==> config.mk <==
export PLATFORM = sky130hd
export DESIGN_NAME = calendar_clock_advance_core
export DESIGN_NICKNAME = d
export VERILOG_FILES = /design/src/rtl/core/cca_pkg.sv /design/src/rtl/core/cca_cdiv.sv /design/src/rtl/core/cca_datapath.sv /design/src/rtl/core/cca_ctrl.sv /design/src/rtl/core/calendar_clock_advance_core.sv
export SDC_FILE = /design/constraint.sdc
export NUM_CORES = 1
export LEC_CHECK = 0
export BUFFER_PORTS_ARGS = -buffer_cell sky130_fd_sc_hd__buf_2
export CORE_MARGIN = 3
export CORE_UTILIZATION = 42
export CTS_CLUSTER_DIAMETER = 200
export DETAILED_ROUTE_END_ITERATION = 16
export SYNTH_ARGS = -nofsm -noshare
export SYNTH_HDL_FRONTEND = slang
export SYNTH_SLANG_ARGS = --single-unit
==> constraint.sdc <==
create_clock -name i_clk -period 24.2 [get_ports i_clk]
set_input_delay 4.84 -clock i_clk [delete_from_list [all_inputs] [get_ports i_clk]]
set_output_delay 4.84 -clock i_clk [all_outputs]
set_load 0.02 [all_outputs]
==> src/rtl/core/cca_pkg.sv <==
// ----------------------------------------------------------------------------
// cca_pkg - calendar clock advance shared definitions
// request and result types, controller commands, calendar constants and
// the small calendar functions used by the datapath and the divider
// ----------------------------------------------------------------------------
package cca_pkg;

    // calendar constants
    localparam int SEC_PER_MIN   = 60;
    localparam int MIN_PER_HOUR  = 60;
    localparam int HOUR_PER_DAY  = 24;
    localparam int MON_PER_YEAR  = 12;
    localparam int LEAP_STEP     = 4;
    localparam int CENTURY       = 100;
    localparam int YEAR_CYCLE    = 400;
    localparam int DAYS_FEB      = 28;
    localparam int DAYS_FEB_LEAP = 29;
    localparam int DAYS_SHORT    = 30;
    localparam int DAYS_LONG     = 31;
    localparam int DAYS_PER_WEEK = 7;
    localparam int YEAR_MAX      = 65535;

    // zero-based month numbers that matter for month length
    localparam logic [3:0] MON_FEB = 4'd1;
    localparam logic [3:0] MON_APR = 4'd3;
    localparam logic [3:0] MON_JUN = 4'd5;
    localparam logic [3:0] MON_SEP = 4'd8;
    localparam logic [3:0] MON_NOV = 4'd10;

    // days before each month in a common year
    localparam logic [8:0] CUM_DAYS [MON_PER_YEAR] = '{
        9'd0, 9'd31, 9'd59, 9'd90, 9'd120, 9'd151,
        9'd181, 9'd212, 9'd243, 9'd273, 9'd304, 9'd334
    };

    // constant divider by reciprocal multiplication
    localparam int NUM_W    = 17;
    localparam int QUO_W    = 11;
    localparam int REM_W    = 9;
    localparam int RECIP_W  = 14;
    localparam int PROD_W   = NUM_W + RECIP_W;
    localparam int DIV_SHIFT = NUM_W;
    localparam int RECIP_60  = (1 << DIV_SHIFT) / SEC_PER_MIN;
    localparam int RECIP_24  = (1 << DIV_SHIFT) / HOUR_PER_DAY;
    localparam int RECIP_12  = (1 << DIV_SHIFT) / MON_PER_YEAR;
    localparam int RECIP_400 = (1 << DIV_SHIFT) / YEAR_CYCLE;

    // request payload
    typedef struct packed {
        logic        kind;
        logic [15:0] year_value;
        logic [7:0]  month_value;
        logic [15:0] day_value;
        logic [7:0]  hour_value;
        logic [7:0]  minute_value;
        logic [15:0] second_value;
    } t_in;

    // result payload
    typedef struct packed {
        logic [15:0] cur_year;
        logic [3:0]  cur_month;
        logic [4:0]  cur_day;
        logic [4:0]  cur_hour;
        logic [5:0]  cur_minute;
        logic [5:0]  cur_second;
        logic [2:0]  weekday;
        logic        leap;
        logic [1:0]  error;
    } t_out;

    // error codes
    typedef enum logic [1:0] {
        ERR_OK   = 2'd0,
        ERR_SET  = 2'd1,
        ERR_YEAR = 2'd2
    } t_err;

    // datapath operations
    typedef enum logic [3:0] {
        OP_NONE   = 4'd0,
        OP_LOAD   = 4'd1,
        OP_MUL    = 4'd2,
        OP_FIX    = 4'd3,
        OP_YCHK   = 4'd4,
        OP_DAY    = 4'd5,
        OP_COMMIT = 4'd6,
        OP_WEEK   = 4'd7,
        OP_OUT    = 4'd8
    } t_op;

    // field handled by the shared divider
    typedef enum logic [2:0] {
        SEL_SEC  = 3'd0,
        SEL_MIN  = 3'd1,
        SEL_HOUR = 3'd2,
        SEL_MON  = 3'd3,
        SEL_YEAR = 3'd4
    } t_sel;

    typedef struct packed {
        t_op  op;
        t_sel sel;
    } t_cmd;

    typedef struct packed {
        logic kind;
        logic err_flag;
        logic year_ovf;
        logic day_done;
    } t_sts;

    // divisor of each field
    function automatic logic [REM_W-1:0] sel_divisor(input t_sel sel);
        logic [REM_W-1:0] d;
        case (sel)
            SEL_SEC:  d = REM_W'(SEC_PER_MIN);
            SEL_MIN:  d = REM_W'(MIN_PER_HOUR);
            SEL_HOUR: d = REM_W'(HOUR_PER_DAY);
            SEL_MON:  d = REM_W'(MON_PER_YEAR);
            SEL_YEAR: d = REM_W'(YEAR_CYCLE);
            default:  d = REM_W'(YEAR_CYCLE);
        endcase
        return d;
    endfunction

    // scaled reciprocal of each divisor, rounded down
    function automatic logic [RECIP_W-1:0] sel_recip(input t_sel sel);
        logic [RECIP_W-1:0] k;
        case (sel)
            SEL_SEC:  k = RECIP_W'(RECIP_60);
            SEL_MIN:  k = RECIP_W'(RECIP_60);
            SEL_HOUR: k = RECIP_W'(RECIP_24);
            SEL_MON:  k = RECIP_W'(RECIP_12);
            SEL_YEAR: k = RECIP_W'(RECIP_400);
            default:  k = RECIP_W'(RECIP_400);
        endcase
        return k;
    endfunction

    // leap year from the year modulo 400
    function automatic logic leap_of400(input logic [8:0] r);
        return (r[1:0] == 2'd0) &&
               !(r == 9'(CENTURY) || r == 9'(2 * CENTURY) || r == 9'(3 * CENTURY));
    endfunction

    function automatic logic [4:0] month_len(input logic [3:0] m, input logic lp);
        logic [4:0] len;
        if (m == MON_FEB) begin
            len = lp ? 5'(DAYS_FEB_LEAP) : 5'(DAYS_FEB);
        end else if (m == MON_APR || m == MON_JUN || m == MON_SEP || m == MON_NOV) begin
            len = 5'(DAYS_SHORT);
        end else begin
            len = 5'(DAYS_LONG);
        end
        return len;
    endfunction

    // days in the year before the given month
    function automatic logic [8:0] cum_days(input logic [3:0] m, input logic lp);
        logic [8:0] c;
        if (m > 4'(MON_PER_YEAR - 1)) begin
            c = '0;
        end else begin
            c = CUM_DAYS[m] + ((lp && m > MON_FEB) ? 9'd1 : 9'd0);
        end
        return c;
    endfunction

    // modulo 7 by folding octal digits, since 8 is 1 modulo 7
    function automatic logic [2:0] mod7(input logic [11:0] x);
        logic [4:0] a;
        logic [3:0] b;
        a = 5'(x[2:0]) + 5'(x[5:3]) + 5'(x[8:6]) + 5'(x[11:9]);
        b = 4'(a[2:0]) + 4'(a[4:3]);
        if (b >= 4'(DAYS_PER_WEEK)) begin
            b = b - 4'(DAYS_PER_WEEK);
        end
        return b[2:0];
    endfunction

endpackage

==> src/rtl/core/cca_cdiv.sv <==
// ----------------------------------------------------------------------------
// cca_cdiv - shared divider by a constant
// divides a field sum by 60, 24, 12 or 400: a registered
// reciprocal product, then one compare and subtract correction
// ----------------------------------------------------------------------------
module cca_cdiv (
    input  logic                        i_clk,
    input  logic                        i_load,
    input  logic [cca_pkg::NUM_W-1:0]   i_num,
    input  cca_pkg::t_sel               i_sel,
    output logic [cca_pkg::QUO_W-1:0]   o_quo,
    output logic [cca_pkg::REM_W-1:0]   o_rem
);

    logic [cca_pkg::NUM_W-1:0]  r_num;
    logic [cca_pkg::PROD_W-1:0] r_prod;
    logic [cca_pkg::REM_W-1:0]  r_dvsr;
    logic [cca_pkg::QUO_W-1:0]  q_est;
    logic [cca_pkg::NUM_W-1:0]  rem_est;

    // reciprocal product stage
    always_ff @(posedge i_clk) begin
        if (i_load) begin
            r_num  <= i_num;
            r_prod <= cca_pkg::PROD_W'(i_num)
                      * cca_pkg::PROD_W'(cca_pkg::sel_recip(i_sel));
            r_dvsr <= cca_pkg::sel_divisor(i_sel);
        end
    end

    // estimate is exact or one low, fix with one compare
    always_comb begin
        q_est   = r_prod[cca_pkg::DIV_SHIFT +: cca_pkg::QUO_W];
        rem_est = r_num - cca_pkg::NUM_W'(q_est) * cca_pkg::NUM_W'(r_dvsr);
        if (rem_est >= cca_pkg::NUM_W'(r_dvsr)) begin
            o_quo = q_est + cca_pkg::QUO_W'(1);
            o_rem = cca_pkg::REM_W'(rem_est - cca_pkg::NUM_W'(r_dvsr));
        end else begin
            o_quo = q_est;
            o_rem = cca_pkg::REM_W'(rem_est);
        end
    end

endmodule

==> src/rtl/core/cca_datapath.sv <==
// ----------------------------------------------------------------------------
// cca_datapath - calendar clock datapath
// request latch, working fields, month-by-month day carry, committed date
// and time, weekday computation and the result register
// ----------------------------------------------------------------------------
module cca_datapath (
    input  logic           i_clk,
    input  logic           i_rst_n,
    input  cca_pkg::t_cmd  i_cmd,
    input  cca_pkg::t_in   i_in_data,
    output cca_pkg::t_sts  o_sts,
    output cca_pkg::t_out  o_out_data
);

    cca_pkg::t_in  r_in;
    cca_pkg::t_err r_err;
    cca_pkg::t_out r_out;

    // working fields of an advance
    logic [10:0] r_q;
    logic [17:0] r_wy;
    logic [16:0] r_wd;
    logic [3:0]  r_wm;
    logic [4:0]  r_wh;
    logic [5:0]  r_wn;
    logic [5:0]  r_ws;
    logic [8:0]  r_w400;

    // committed date and time
    logic [15:0] r_cy;
    logic [3:0]  r_cm;
    logic [4:0]  r_cd;
    logic [4:0]  r_ch;
    logic [5:0]  r_cn;
    logic [5:0]  r_cs;
    logic [8:0]  r_c400;

    // weekday pieces
    logic [2:0]  r_jan1;
    logic [8:0]  r_diy;

    logic [cca_pkg::NUM_W-1:0] div_num;
    logic [cca_pkg::QUO_W-1:0] div_quo;
    logic [cca_pkg::REM_W-1:0] div_rem;
    logic [4:0]  work_len;
    logic        day_done;
    logic [4:0]  set_len;
    logic        set_bad;
    logic        c_leap;
    logic [8:0]  p400;
    logic [6:0]  p100;
    logic [11:0] jan1_sum;

    // dividend of the field being divided
    always_comb begin
        case (i_cmd.sel)
            cca_pkg::SEL_SEC:  div_num = 17'(r_cs) + 17'(r_in.second_value);
            cca_pkg::SEL_MIN:  div_num = 17'(r_cn) + 17'(r_in.minute_value) + 17'(r_q);
            cca_pkg::SEL_HOUR: div_num = 17'(r_ch) + 17'(r_in.hour_value) + 17'(r_q);
            cca_pkg::SEL_MON:  div_num = 17'(r_cm) + 17'(r_in.month_value);
            cca_pkg::SEL_YEAR: div_num = r_in.kind ? 17'(r_wy) : 17'(r_in.year_value);
            default:           div_num = '0;
        endcase
    end

    cca_cdiv u_cdiv (
        .i_clk  (i_clk),
        .i_load (i_cmd.op == cca_pkg::OP_MUL),
        .i_num  (div_num),
        .i_sel  (i_cmd.sel),
        .o_quo  (div_quo),
        .o_rem  (div_rem)
    );

    // month length checks for the day carry and the set range test
    always_comb begin
        work_len = cca_pkg::month_len(r_wm, cca_pkg::leap_of400(r_w400));
        day_done = r_wd < 17'(work_len);
        set_len  = cca_pkg::month_len(r_in.month_value[3:0], cca_pkg::leap_of400(r_w400));
        set_bad  = (r_in.year_value == 16'd0)
                || (r_in.month_value > 8'(cca_pkg::MON_PER_YEAR - 1))
                || (r_in.day_value >= 16'(set_len))
                || (r_in.hour_value > 8'(cca_pkg::HOUR_PER_DAY - 1))
                || (r_in.minute_value > 8'(cca_pkg::MIN_PER_HOUR - 1))
                || (r_in.second_value > 16'(cca_pkg::SEC_PER_MIN - 1));
    end

    // jan 1 weekday terms from the previous year modulo 400
    always_comb begin
        c_leap = cca_pkg::leap_of400(r_c400);
        p400   = (r_c400 == 9'd0) ? 9'(cca_pkg::YEAR_CYCLE - 1) : r_c400 - 9'd1;
        if (p400 >= 9'(3 * cca_pkg::CENTURY)) begin
            p100 = 7'(p400 - 9'(3 * cca_pkg::CENTURY));
        end else if (p400 >= 9'(2 * cca_pkg::CENTURY)) begin
            p100 = 7'(p400 - 9'(2 * cca_pkg::CENTURY));
        end else if (p400 >= 9'(cca_pkg::CENTURY)) begin
            p100 = 7'(p400 - 9'(cca_pkg::CENTURY));
        end else begin
            p100 = 7'(p400);
        end
        jan1_sum = 12'd1 + 12'(p400[1:0]) * 12'd5 + 12'(p100) * 12'd4
                 + 12'(p400) * 12'd6;
    end

    // request latch, working fields and carries
    always_ff @(posedge i_clk) begin
        case (i_cmd.op)
            cca_pkg::OP_LOAD: begin
                r_in  <= i_in_data;
                r_err <= cca_pkg::ERR_OK;
            end
            cca_pkg::OP_FIX: begin
                case (i_cmd.sel)
                    cca_pkg::SEL_SEC: begin
                        r_ws <= div_rem[5:0];
                        r_q  <= div_quo;
                    end
                    cca_pkg::SEL_MIN: begin
                        r_wn <= div_rem[5:0];
                        r_q  <= div_quo;
                    end
                    cca_pkg::SEL_HOUR: begin
                        r_wh <= div_rem[4:0];
                        r_wd <= 17'(r_cd) + 17'(r_in.day_value) + 17'(div_quo);
                    end
                    cca_pkg::SEL_MON: begin
                        r_wm <= div_rem[3:0];
                        r_wy <= 18'(r_cy) + 18'(r_in.year_value) + 18'(div_quo);
                    end
                    cca_pkg::SEL_YEAR: begin
                        r_w400 <= div_rem;
                    end
                    default: begin
                        r_q <= r_q;
                    end
                endcase
            end
            cca_pkg::OP_YCHK: begin
                if (r_wy[17:16] != 2'd0) begin
                    r_err <= cca_pkg::ERR_YEAR;
                end
            end
            cca_pkg::OP_DAY: begin
                // one month of day carry per cycle
                if (r_err == cca_pkg::ERR_OK && !day_done) begin
                    r_wd <= r_wd - 17'(work_len);
                    if (r_wm == 4'(cca_pkg::MON_PER_YEAR - 1)) begin
                        r_wm <= 4'd0;
                        if (r_wy == 18'(cca_pkg::YEAR_MAX)) begin
                            r_err <= cca_pkg::ERR_YEAR;
                        end else begin
                            r_wy   <= r_wy + 18'd1;
                            r_w400 <= (r_w400 == 9'(cca_pkg::YEAR_CYCLE - 1))
                                      ? 9'd0 : r_w400 + 9'd1;
                        end
                    end else begin
                        r_wm <= r_wm + 4'd1;
                    end
                end
            end
            cca_pkg::OP_COMMIT: begin
                if (!r_in.kind && set_bad) begin
                    r_err <= cca_pkg::ERR_SET;
                end
            end
            default: begin
                r_err <= r_err;
            end
        endcase
    end

    // committed date and time
    always_ff @(posedge i_clk) begin
        if (!i_rst_n) begin
            r_cy   <= 16'd1;
            r_cm   <= '0;
            r_cd   <= '0;
            r_ch   <= '0;
            r_cn   <= '0;
            r_cs   <= '0;
            r_c400 <= 9'd1;
        end else if (i_cmd.op == cca_pkg::OP_COMMIT) begin
            if (!r_in.kind) begin
                if (!set_bad) begin
                    r_cy   <= r_in.year_value;
                    r_cm   <= r_in.month_value[3:0];
                    r_cd   <= r_in.day_value[4:0];
                    r_ch   <= r_in.hour_value[4:0];
                    r_cn   <= r_in.minute_value[5:0];
                    r_cs   <= r_in.second_value[5:0];
                    r_c400 <= r_w400;
                end
            end else if (r_err == cca_pkg::ERR_OK) begin
                r_cy   <= r_wy[15:0];
                r_cm   <= r_wm;
                r_cd   <= r_wd[4:0];
                r_ch   <= r_wh;
                r_cn   <= r_wn;
                r_cs   <= r_ws;
                r_c400 <= r_w400;
            end
        end
    end

    // weekday pieces and result register
    always_ff @(posedge i_clk) begin
        if (i_cmd.op == cca_pkg::OP_WEEK) begin
            r_jan1 <= cca_pkg::mod7(jan1_sum);
            r_diy  <= cca_pkg::cum_days(r_cm, c_leap) + 9'(r_cd);
        end
        if (i_cmd.op == cca_pkg::OP_OUT) begin
            r_out.cur_year   <= r_cy;
            r_out.cur_month  <= r_cm;
            r_out.cur_day    <= r_cd;
            r_out.cur_hour   <= r_ch;
            r_out.cur_minute <= r_cn;
            r_out.cur_second <= r_cs;
            r_out.weekday    <= cca_pkg::mod7(12'(r_diy) + 12'(r_jan1));
            r_out.leap       <= c_leap;
            r_out.error      <= r_err;
        end
    end

    assign o_sts.kind     = r_in.kind;
    assign o_sts.err_flag = (r_err != cca_pkg::ERR_OK);
    assign o_sts.year_ovf = (r_wy[17:16] != 2'd0);
    assign o_sts.day_done = day_done;
    assign o_out_data     = r_out;

endmodule

==> src/rtl/core/cca_ctrl.sv <==
// ----------------------------------------------------------------------------
// cca_ctrl - calendar clock controller
// sequences one request through the divides, the year check and the day
// carry of an advance, the commit, the weekday and the result handshake
// ----------------------------------------------------------------------------
module cca_ctrl (
    input  logic           i_clk,
    input  logic           i_rst_n,
    input  logic           i_in_valid,
    input  logic           i_in_kind,
    input  logic           i_out_ready,
    input  cca_pkg::t_sts  i_sts,
    output logic           o_in_ready,
    output logic           o_out_valid,
    output cca_pkg::t_cmd  o_cmd
);

    typedef enum logic [7:0] {
        S_IDLE   = 8'b0000_0001,
        S_MUL    = 8'b0000_0010,
        S_FIX    = 8'b0000_0100,
        S_YCHK   = 8'b0000_1000,
        S_DAY    = 8'b0001_0000,
        S_COMMIT = 8'b0010_0000,
        S_WEEK   = 8'b0100_0000,
        S_OUT    = 8'b1000_0000
    } t_state;

    t_state         r_state;
    t_state         n_state;
    cca_pkg::t_sel  r_sel;
    cca_pkg::t_sel  n_sel;
    logic           r_out_valid;
    logic           n_out_valid;

    // next state and command
    always_comb begin
        n_state   = r_state;
        n_sel     = r_sel;
        o_cmd.op  = cca_pkg::OP_NONE;
        o_cmd.sel = r_sel;
        case (r_state)
            S_IDLE: begin
                if (i_in_valid) begin
                    o_cmd.op = cca_pkg::OP_LOAD;
                    n_sel    = i_in_kind ? cca_pkg::SEL_SEC : cca_pkg::SEL_YEAR;
                    n_state  = S_MUL;
                end
            end
            S_MUL: begin
                o_cmd.op = cca_pkg::OP_MUL;
                n_state  = S_FIX;
            end
            S_FIX: begin
                o_cmd.op = cca_pkg::OP_FIX;
                case (r_sel)
                    cca_pkg::SEL_SEC: begin
                        n_sel   = cca_pkg::SEL_MIN;
                        n_state = S_MUL;
                    end
                    cca_pkg::SEL_MIN: begin
                        n_sel   = cca_pkg::SEL_HOUR;
                        n_state = S_MUL;
                    end
                    cca_pkg::SEL_HOUR: begin
                        n_sel   = cca_pkg::SEL_MON;
                        n_state = S_MUL;
                    end
                    cca_pkg::SEL_MON: begin
                        n_state = S_YCHK;
                    end
                    cca_pkg::SEL_YEAR: begin
                        n_state = i_sts.kind ? S_DAY : S_COMMIT;
                    end
                    default: begin
                        n_state = S_IDLE;
                    end
                endcase
            end
            S_YCHK: begin
                o_cmd.op = cca_pkg::OP_YCHK;
                if (i_sts.year_ovf) begin
                    n_state = S_COMMIT;
                end else begin
                    n_sel   = cca_pkg::SEL_YEAR;
                    n_state = S_MUL;
                end
            end
            S_DAY: begin
                o_cmd.op = cca_pkg::OP_DAY;
                if (i_sts.day_done || i_sts.err_flag) begin
                    n_state = S_COMMIT;
                end
            end
            S_COMMIT: begin
                o_cmd.op = cca_pkg::OP_COMMIT;
                n_state  = S_WEEK;
            end
            S_WEEK: begin
                o_cmd.op = cca_pkg::OP_WEEK;
                n_state  = S_OUT;
            end
            S_OUT: begin
                // wait for the result register to free up
                if (!r_out_valid || i_out_ready) begin
                    o_cmd.op = cca_pkg::OP_OUT;
                    n_state  = S_IDLE;
                end
            end
            default: begin
                n_state = S_IDLE;
            end
        endcase
    end

    // result valid flag
    always_comb begin
        n_out_valid = (r_out_valid && !i_out_ready) || (o_cmd.op == cca_pkg::OP_OUT);
    end

    always_ff @(posedge i_clk) begin
        if (!i_rst_n) begin
            r_state     <= S_IDLE;
            r_sel       <= cca_pkg::SEL_SEC;
            r_out_valid <= 1'b0;
        end else begin
            r_state     <= n_state;
            r_sel       <= n_sel;
            r_out_valid <= n_out_valid;
        end
    end

    assign o_in_ready  = (r_state == S_IDLE);
    assign o_out_valid = r_out_valid;

endmodule

==> src/rtl/core/calendar_clock_advance_core.sv <==
// ----------------------------------------------------------------------------
// calendar_clock_advance_core - gregorian calendar clock with weekday
// Input channel (i_in_valid / o_in_ready / i_in_data): a request of kind 0
// loads an absolute date and time, kind 1 adds deltas to every field.
// Output channel (o_out_valid / i_out_ready / o_out_data): one result per
// request with the date and time, weekday, leap flag and error code.
// One request is in work at a time. A set divides the year modulo 400
// and then commits; an advance runs four field divides on the shared
// constant divider (seconds, minutes, hours, months), a year check, the
// year modulo 400 divide and the day carry loop, one month per cycle,
// before its commit. An advance whose year already passes the largest
// year after the month carry goes from the year check straight to the
// commit. Every request then computes the weekday and writes the result.
// The result register frees the input side: a new request is taken while
// a result still waits, and only the result stage of that request holds
// until the receiver takes the earlier one.
// Reset (synchronous, active low) sets 0001-01-01 00:00:00 and empties
// the result register.
// ----------------------------------------------------------------------------
module calendar_clock_advance_core (
    input  logic           i_clk,
    input  logic           i_rst_n,
    input  logic           i_in_valid,
    output logic           o_in_ready,
    input  cca_pkg::t_in   i_in_data,
    output logic           o_out_valid,
    input  logic           i_out_ready,
    output cca_pkg::t_out  o_out_data
);

    cca_pkg::t_cmd cmd;
    cca_pkg::t_sts sts;

    cca_ctrl u_ctrl (
        .i_clk       (i_clk),
        .i_rst_n     (i_rst_n),
        .i_in_valid  (i_in_valid),
        .i_in_kind   (i_in_data.kind),
        .i_out_ready (i_out_ready),
        .i_sts       (sts),
        .o_in_ready  (o_in_ready),
        .o_out_valid (o_out_valid),
        .o_cmd       (cmd)
    );

    cca_datapath u_datapath (
        .i_clk      (i_clk),
        .i_rst_n    (i_rst_n),
        .i_cmd      (cmd),
        .i_in_data  (i_in_data),
        .o_sts      (sts),
        .o_out_data (o_out_data)
    );

`ifndef NO_ASSERTIONS
    // an accepted request makes the block busy on the next cycle
    a_busy_after_accept: assert property (@(posedge i_clk) disable iff (!i_rst_n)
        (i_in_valid && o_in_ready) |=> !o_in_ready)
        else $error("input still ready after a request was taken");

    // a new result appears only at the end of a request in work
    a_result_from_work: assert property (@(posedge i_clk) disable iff (!i_rst_n)
        $rose(o_out_valid) |-> $past(!o_in_ready))
        else $error("result raised without a request in work");

    // a shown result holds a legal calendar value
    a_result_range: assert property (@(posedge i_clk) disable iff (!i_rst_n)
        o_out_valid |-> (o_out_data.weekday <= 3'd6) && (o_out_data.cur_month <= 4'd11)
                        && (o_out_data.cur_year != 16'd0) && (o_out_data.error != 2'd3))
        else $error("result outside the calendar range");
`endif

endmodule

==> Word-level counts from Yosys, hierarchy flattened <==
Memories as Yosys holds them, arrays and structs flattened.
Index checks and enable logic that the tools add are counted.
{ "word_totals": {"ff_bits": 328, "latch_bits": 0, "ram_bits": 0, "mem_bits_ro": 144, "inputBits": 77, "memories": 1} }
{ "mem_list": {"columns": ["name", "depth", "width", "rd", "rd_ports_with_merged_regs", "write_ports", "line_no", "source"], "rows": [
  ["(name not given)", 16, 9, 1, 0, 0, "cca_pkg.sv:165", "c = CUM_DAYS[m] + ((lp && m > MON_FEB) ? 9'd1 : 9'd0);"]
]} }
{ "classes": {"n_addsub": 37, "mul": 4, "div_mod_pow": 0, "magnitude_cmp": 15, "eq_ne": 55, "shifts": 0, "mux": 83, "bitwise_logic": 1, "n_reduce_logical": 55} }
{ "op_table": {"columns": ["operator", "count"], "rows": [
  ["$mux 9", 14],
  ["$pmux 17 s5", 1],
  ["$mux 18", 4],
  ["$pmux 8 s8", 1],
  ["$add 17x11->17", 3],
  ["$mux 17", 3],
  ["$mux 16", 3],
  ["$mux 6", 8],
  ["$pmux 14 s3", 1],
  ["$mux 5", 8],
  ["$pmux 18 s2", 1],
  ["$pmux 17 s2", 1],
  ["$pmux 4 s8", 1],
  ["$mul 17x14->28", 1],
  ["$mux 4", 7],
  ["$eq 9x9->1 const B", 3],
  ["$pmux 9 s3", 1],
  ["$eq 4x3->1 const B", 6],
  ["$eq 4x4->1 const B", 6],
  ["$mux 8", 3],
  ["$pmux 8 s3", 1],
  ["$mux 7", 3],
  ["$add 5x3->5", 4],
  ["$add 18x1->18 const B", 1],
  ["88 further kinds", 165]
]} }

==> Depth between registers and ports, before layout <==
{ "logic_depth": {"depth_word": 15, "mapped_depth": 41} }

==> Modules after synthesis <==
A second synthesis with hierarchy kept.
{ "hier_totals": {"cells_unflattened": 2824, "hier_area_um2": 28725.0} }
{ "by_module_without_submodules": {"columns": ["module", "n_inst", "cells_each", "area_per_inst_um2", "seq_area_each_um2"], "rows": [
  ["cca_datapath", 1, 1639, 17601.9, 7357.1],
  ["cca_cdiv", 1, 1099, 10425.0, 991.0],
  ["cca_ctrl", 1, 86, 698.2, 240.2]
]} }

==> Least setup slack after synthesis <==
Ideal clock, no wire load.
{ "synth_path": {"path_type": "register to register", "start": "register u_ctrl.r_sel[0]", "end": "register u_datapath.u_cdiv.r_prod[27] (netlist name), data pin", "setup_time_ns": 0.258, "arrival_ns": 8.553, "path_slack_ns": 15.389, "stages_incl_launch_ff": 35, "n_path_buf": 2, "synth_period_minus_slack_ns": 8.811, "cell_sequence": "dfxtp_1 clkbuf_1 nor3b_1 clkbuf_1 nor2_1 a21oi_1 ha_1 nor2b_1 o21ai_0 nand2b_1 a21o_1 a21o_1 a21o_1 a41o_1 xor2_1 o21ai_0 fa_1 fa_1 inv_1 fa_1 fa_1 fa_1 inv_1 fa_1 inv_1 ha_1 nor2b_1 a2111oi_0 nor4bb_1 o31ai_1 o31a_1 a21o_1 o21a_1 nor2_1 xnor2_1"} }
{ "synth_between": {"elab_chain_len": 5} }
{ "synth_rtl": {"columns": ["element", "line_no", "source"], "rows": [
  ["start, declared", "cca_ctrl.sv:31", "cca_pkg::t_sel r_sel;"],
  ["start signal, assigned", "cca_ctrl.sv:124", "r_sel <= cca_pkg::SEL_SEC;"],
  ["start signal, assigned", "cca_ctrl.sv:128", "r_sel <= n_sel;"],
  ["$eq 3x1->1 or $logic_not 3->1 (tied branches)", "cca_pkg.sv:130, cca_datapath.sv:56", null],
  ["$reduce_or 2->1 (no source line)", null, null],
  ["$pmux 14 s3", "cca_pkg.sv:130", "case (sel)"],
  ["$mux 14", "cca_cdiv.sv:23", "if (i_load) begin"],
  ["$mul 17x14->28 (*)", "cca_cdiv.sv:26", "* cca_pkg::PROD_W'(cca_pkg::sel_recip(i_sel));"],
  ["end signal, assigned", "cca_cdiv.sv:25", "r_prod <= cca_pkg::PROD_W'(i_num)"],
  ["end, declared", "cca_cdiv.sv:16", "logic [cca_pkg::PROD_W-1:0] r_prod;"]
]} }
Every way passes the cells marked *; elsewhere a longest branch is shown, timed or not. The select of a mux whose other input is x is not followed.
A chain may end at the register's enable or synchronous reset.

==> Worst setup path in the final report <==
{ "layout_path": {"start": "register u_datapath.u_cdiv.r_prod[17] (netlist name)", "end": "register u_datapath.r_wd[13], data pin"} }
{ "layout_between": {"elab_chain_len": 7} }
{ "layout_rtl": {"columns": ["element", "line_no", "source"], "rows": [
  ["$mul 11x9->17", "cca_cdiv.sv:34", "rem_est = r_num - cca_pkg::NUM_W'(q_est) * cca_pkg::NUM_W'(r_dvsr);"],
  ["$sub 17x17->17", "cca_cdiv.sv:34", null],
  ["$ge 17x9->1", "cca_cdiv.sv:35", "if (rem_est >= cca_pkg::NUM_W'(r_dvsr)) begin"],
  ["$mux 11 (*)", "cca_cdiv.sv:35", null],
  ["named net u_datapath.div_quo (one bit)", "cca_datapath.sv:43", "logic [cca_pkg::QUO_W-1:0] div_quo;"],
  ["$add 17x11->17 (*)", "cca_datapath.sv:124", "r_wd <= 17'(r_cd) + 17'(r_in.day_value) + 17'(div_quo);"],
  ["$mux 17 (*)", "cca_datapath.sv:113", "case (i_cmd.sel)"],
  ["$pmux 17 s2 (*)", "cca_datapath.sv:107", "case (i_cmd.op)"],
  ["end signal, assigned", "cca_datapath.sv:124", null],
  ["end signal, assigned", "cca_datapath.sv:146", "r_wd <= r_wd - 17'(work_len);"],
  ["end, declared", "cca_datapath.sv:22", "logic [16:0] r_wd;"]
]} }
The timed path passes the listed nets; every way through them passes the cells marked *. The select of a mux whose other input is x is not followed.

==> flow_summary.json <==
{
  "n_antenna_cell": 0,
  "totalNegativeSetupSlack_ns": 0,
  "clk_latency_ns": 0.57,
  "outcome": "completed",
  "slowest_stage": "xnor2_1",
  "drive_gt1_share_pct": 8.170,
  "firstDrtPassIters": 8,
  "cts_root_buf": "clkbuf_16",
  "area_delta_synth_final_pct": 11.10,
  "row_count": 93,
  "grt_usage_pct": 22.44,
  "grt_pass1_wl_mm": 120.1,
  "fin_skew_ns": 0.02398,
  "cts_max_level": 2,
  "wire_per_inst_um": 20.58,
  "drt_iter0_drc": 1386,
  "final_common_cell": "inv_1",
  "pin_count": 127,
  "slew-limit-headroom_pct": 12.97,
  "worstSetupStartpointType": "flip-flop",
  "die_area_um2": 69350,
  "syn_area_um2": 27810,
  "die_y_um": 263.3,
  "final_hold_viol_count": 0,
  "async_reset_ff_share_pct": 0,
  "crit_type": "flip-flop to flip-flop",
  "ys_seq_area_share_pct": 30.88,
  "vdd_drop_max_uv": 320.4,
  "nNetsFinal": 3493,
  "netlist_instances": 2728,
  "setup_violations": 0,
  "max_slew.worst_pin.slew_ns": 1.289,
  "vias": 20280,
  "cts-resized-gates": 0,
  "drv_cap": 0,
  "rrSetupSlack_ns": 13.81,
  "die_x_um": 263.3,
  "yosysUniqueCellTypes": 80,
  "timing.final.crit_share_pct": 42.94,
  "power-per-cell-area_nw_per_um2": 136.7,
  "hold_path_class": "flip-flop to flip-flop",
  "synth_edf_count": 244,
  "clock_path_buffers": 3,
  "synthFlopType": "edfxtp_1",
  "leakage_nw": 14.21,
  "via_per_inst": 5.381,
  "rsz0062_at_grt": "no",
  "crit_fanout": 18,
  "portBuffers": 126,
  "cts.sinks": 307,
  "antenna_found_initial": 1,
  "cts_inserted_buffers": 39,
  "final_util_pct": 47.59,
  "syn_area_per_cell_um2": 10.20,
  "core_um2": 64930,
  "slew_violations": 0,
  "cpPeakStageDelay_ns": 0.77,
  "cts_setup_buffers": 0,
  "ctsHoldBuffers": 0,
  "worst_r2r_endpoint": "u_datapath.r_wd[13]$_DFFE_PP_",
  "r2r_cells": 39,
  "grt_max_degree": 90,
  "drt_wl_total_mm": 77.56,
  "dpl.hpwl_mm": 62.98,
  "initial_core_util_pct": 42.84,
  "cts_tree": "built",
  "drc_errors": 0,
  "most-common-layout-cells": "inv_1 (404), ha_1 (287), fa_1 (247)",
  "whs_endpoint": "u_datapath.o_out_data[8]$_DFFE_PP_",
  "clk_pin_slew_ns": 0.06,
  "grt_overflow_total": 0,
  "critPathArrivalTime_ns": 10.68,
  "globalplace.congestion": 0.9684,
  "yosys_register_bits": 307,
  "fin_crit_ns": 10.39,
  "endpoint_kind": "flip-flop",
  "fmax_mhz": 96.23,
  "holdPathStages": 0,
  "rr_startpoint": "u_datapath.u_cdiv.r_prod[17]$_DFFE_PN_",
  "synth_warnings": 0,
  "critical_path_required_ns": 24.48,
  "grt_pass1_vias": 20810,
  "ant_nets": 0,
  "hold_start": "u_datapath.r_cs[2]$_SDFFE_PN0P_"
}
-- sequential cells by signal (all words and copies together), names as in the netlist, 11 cells and up --
signal and count:
u_datapath.r_wd 17, u_datapath.o_out_data 48, u_datapath.u_cdiv.r_prod 11, u_datapath.u_cdiv.r_num 17, u_datapath.r_in 72, u_datapath.r_q 11, u_datapath.r_wy 18, u_datapath.r_cy 16
-- routing by layer --
layer	track usage, %	wire [µm]	vias up
li1	-	-	9580
met1	29.12	32420	9928
met2	36.29	36100	606
met3	4.832	5486	162
met4	9.492	3552	0
met5	0.5544	0	-
-- synthesized netlist by cell type, types with 14 or more instances --
cell	number	area share (%)
nand2_1	197	2.7
and3_1	19	0.43
nand4_1	17	0.38
nand3_1	45	0.81
ha_1	287	13
o21a_1	18	0.49
a21boi_0	14	0.38
inv_1	405	5.5
nor2b_1	38	0.85
nor4_1	17	0.38
and2_1	49	1.1
fa_1	247	18
nor3_1	41	0.74
a21o_1	45	1.2
a211oi_1	14	0.38
o211a_1	33	1.2
clkbuf_1	58	0.78
nand3b_1	17	0.46
nand2b_1	28	0.63
nor2_1	160	2.2
edfxtp_1	244	26
a21oi_1	131	2.4
xor2_1	72	2.3
dfxtp_1	63	4.5
xnor2_1	131	4.1
mux2i_1	51	1.8
o21ai_0	101	1.8
-- kinds of logic (layout without fill, tap and decap cells) --
| logic type | count (synthesis) | after routing | synth area share [%] |
|---|---|---|---|
| compound gates | 475 | 475 | 11.40 |
| xor+xnor | 204 | 204 | 6.473 |
| fa+ha+maj | 534 | 534 | 30.69 |
| buf+inv | 471 | 624 | 6.397 |
| flops | 307 | 307 | 30.88 |
| mux | 63 | 63 | 2.321 |
| other cells | 2 | 34 | 0.02700 |
| simple gates | 672 | 672 | 11.81 |
-- per-stage QoR --
step	instance area [µm²]	total power [W]	setup slack [ns]	hold WS (ns)	cells
after floorplan	27930	0.002874	15.39	0.4348	2760
after global placement	29550	0.003564	13.99	0.4480	3696
after detailed placement	29550	0.003607	13.89	0.4584	3696
after CTS	30900	0.004247	13.90	0.4710	3768
after global routing	30900	0.004631	13.31	0.4876	3768
final	30900	0.004224	13.81	0.4665	3768
-- report_power, final --
part / internal [W] / total (W) / switching [W]
logic: 0.00118 / 0.00287 / 0.00168
clock network: 0.000370 / 0.000614 / 0.000244
registers: 0.000698 / 0.000744 / 0.0000453
total: 0.00225 / 0.00422 / 0.00197
-- layout make-up --
class	count	area, µm²
multi-input cells	1982	17590
inverters	406	1525
repair buffers	146	780.7
flip-flops and latches	307	8588
clock buffers	48	1061
clock inverters	24	290.3
fillers	6120	34030
well taps	855	1070
-- worst max-delay path, delay by kind of cell (launching register included) --
kind / cells / cell delay [ns]
flops: 1 / 0.67
xor+xnor: 3 / 1.35
compound gates: 15 / 3.04
fa+ha+maj: 9 / 3.52
simple gates: 7 / 0.88
buf+inv: 5 / 0.62
-- worst max path at each step --
stage,from,endpoint,slack (ns),cells after the start
global placement,u_datapath.u_cdiv.r_prod[17]$_DFFE_PN_,u_datapath.r_wd[15]$_DFFE_PP_,13.99,39
global route,u_datapath.u_cdiv.r_prod[17]$_DFFE_PN_,u_datapath.r_wd[13]$_DFFE_PP_,13.31,39
finish,u_datapath.u_cdiv.r_prod[17]$_DFFE_PN_,u_datapath.r_wd[13]$_DFFE_PP_,13.81,39
floorplan,u_ctrl.r_sel[0]$_SDFFE_PN0P_,u_datapath.u_cdiv.r_prod[27]$_DFFE_PN_,15.39,34
detailed placement,u_datapath.u_cdiv.r_prod[17]$_DFFE_PN_,u_datapath.r_wd[13]$_DFFE_PP_,13.89,39
CTS,u_datapath.u_cdiv.r_prod[17]$_DFFE_PN_,u_datapath.r_wd[13]$_DFFE_PP_,13.90,39
No activity file was read; power rests on OpenSTA's default activity.
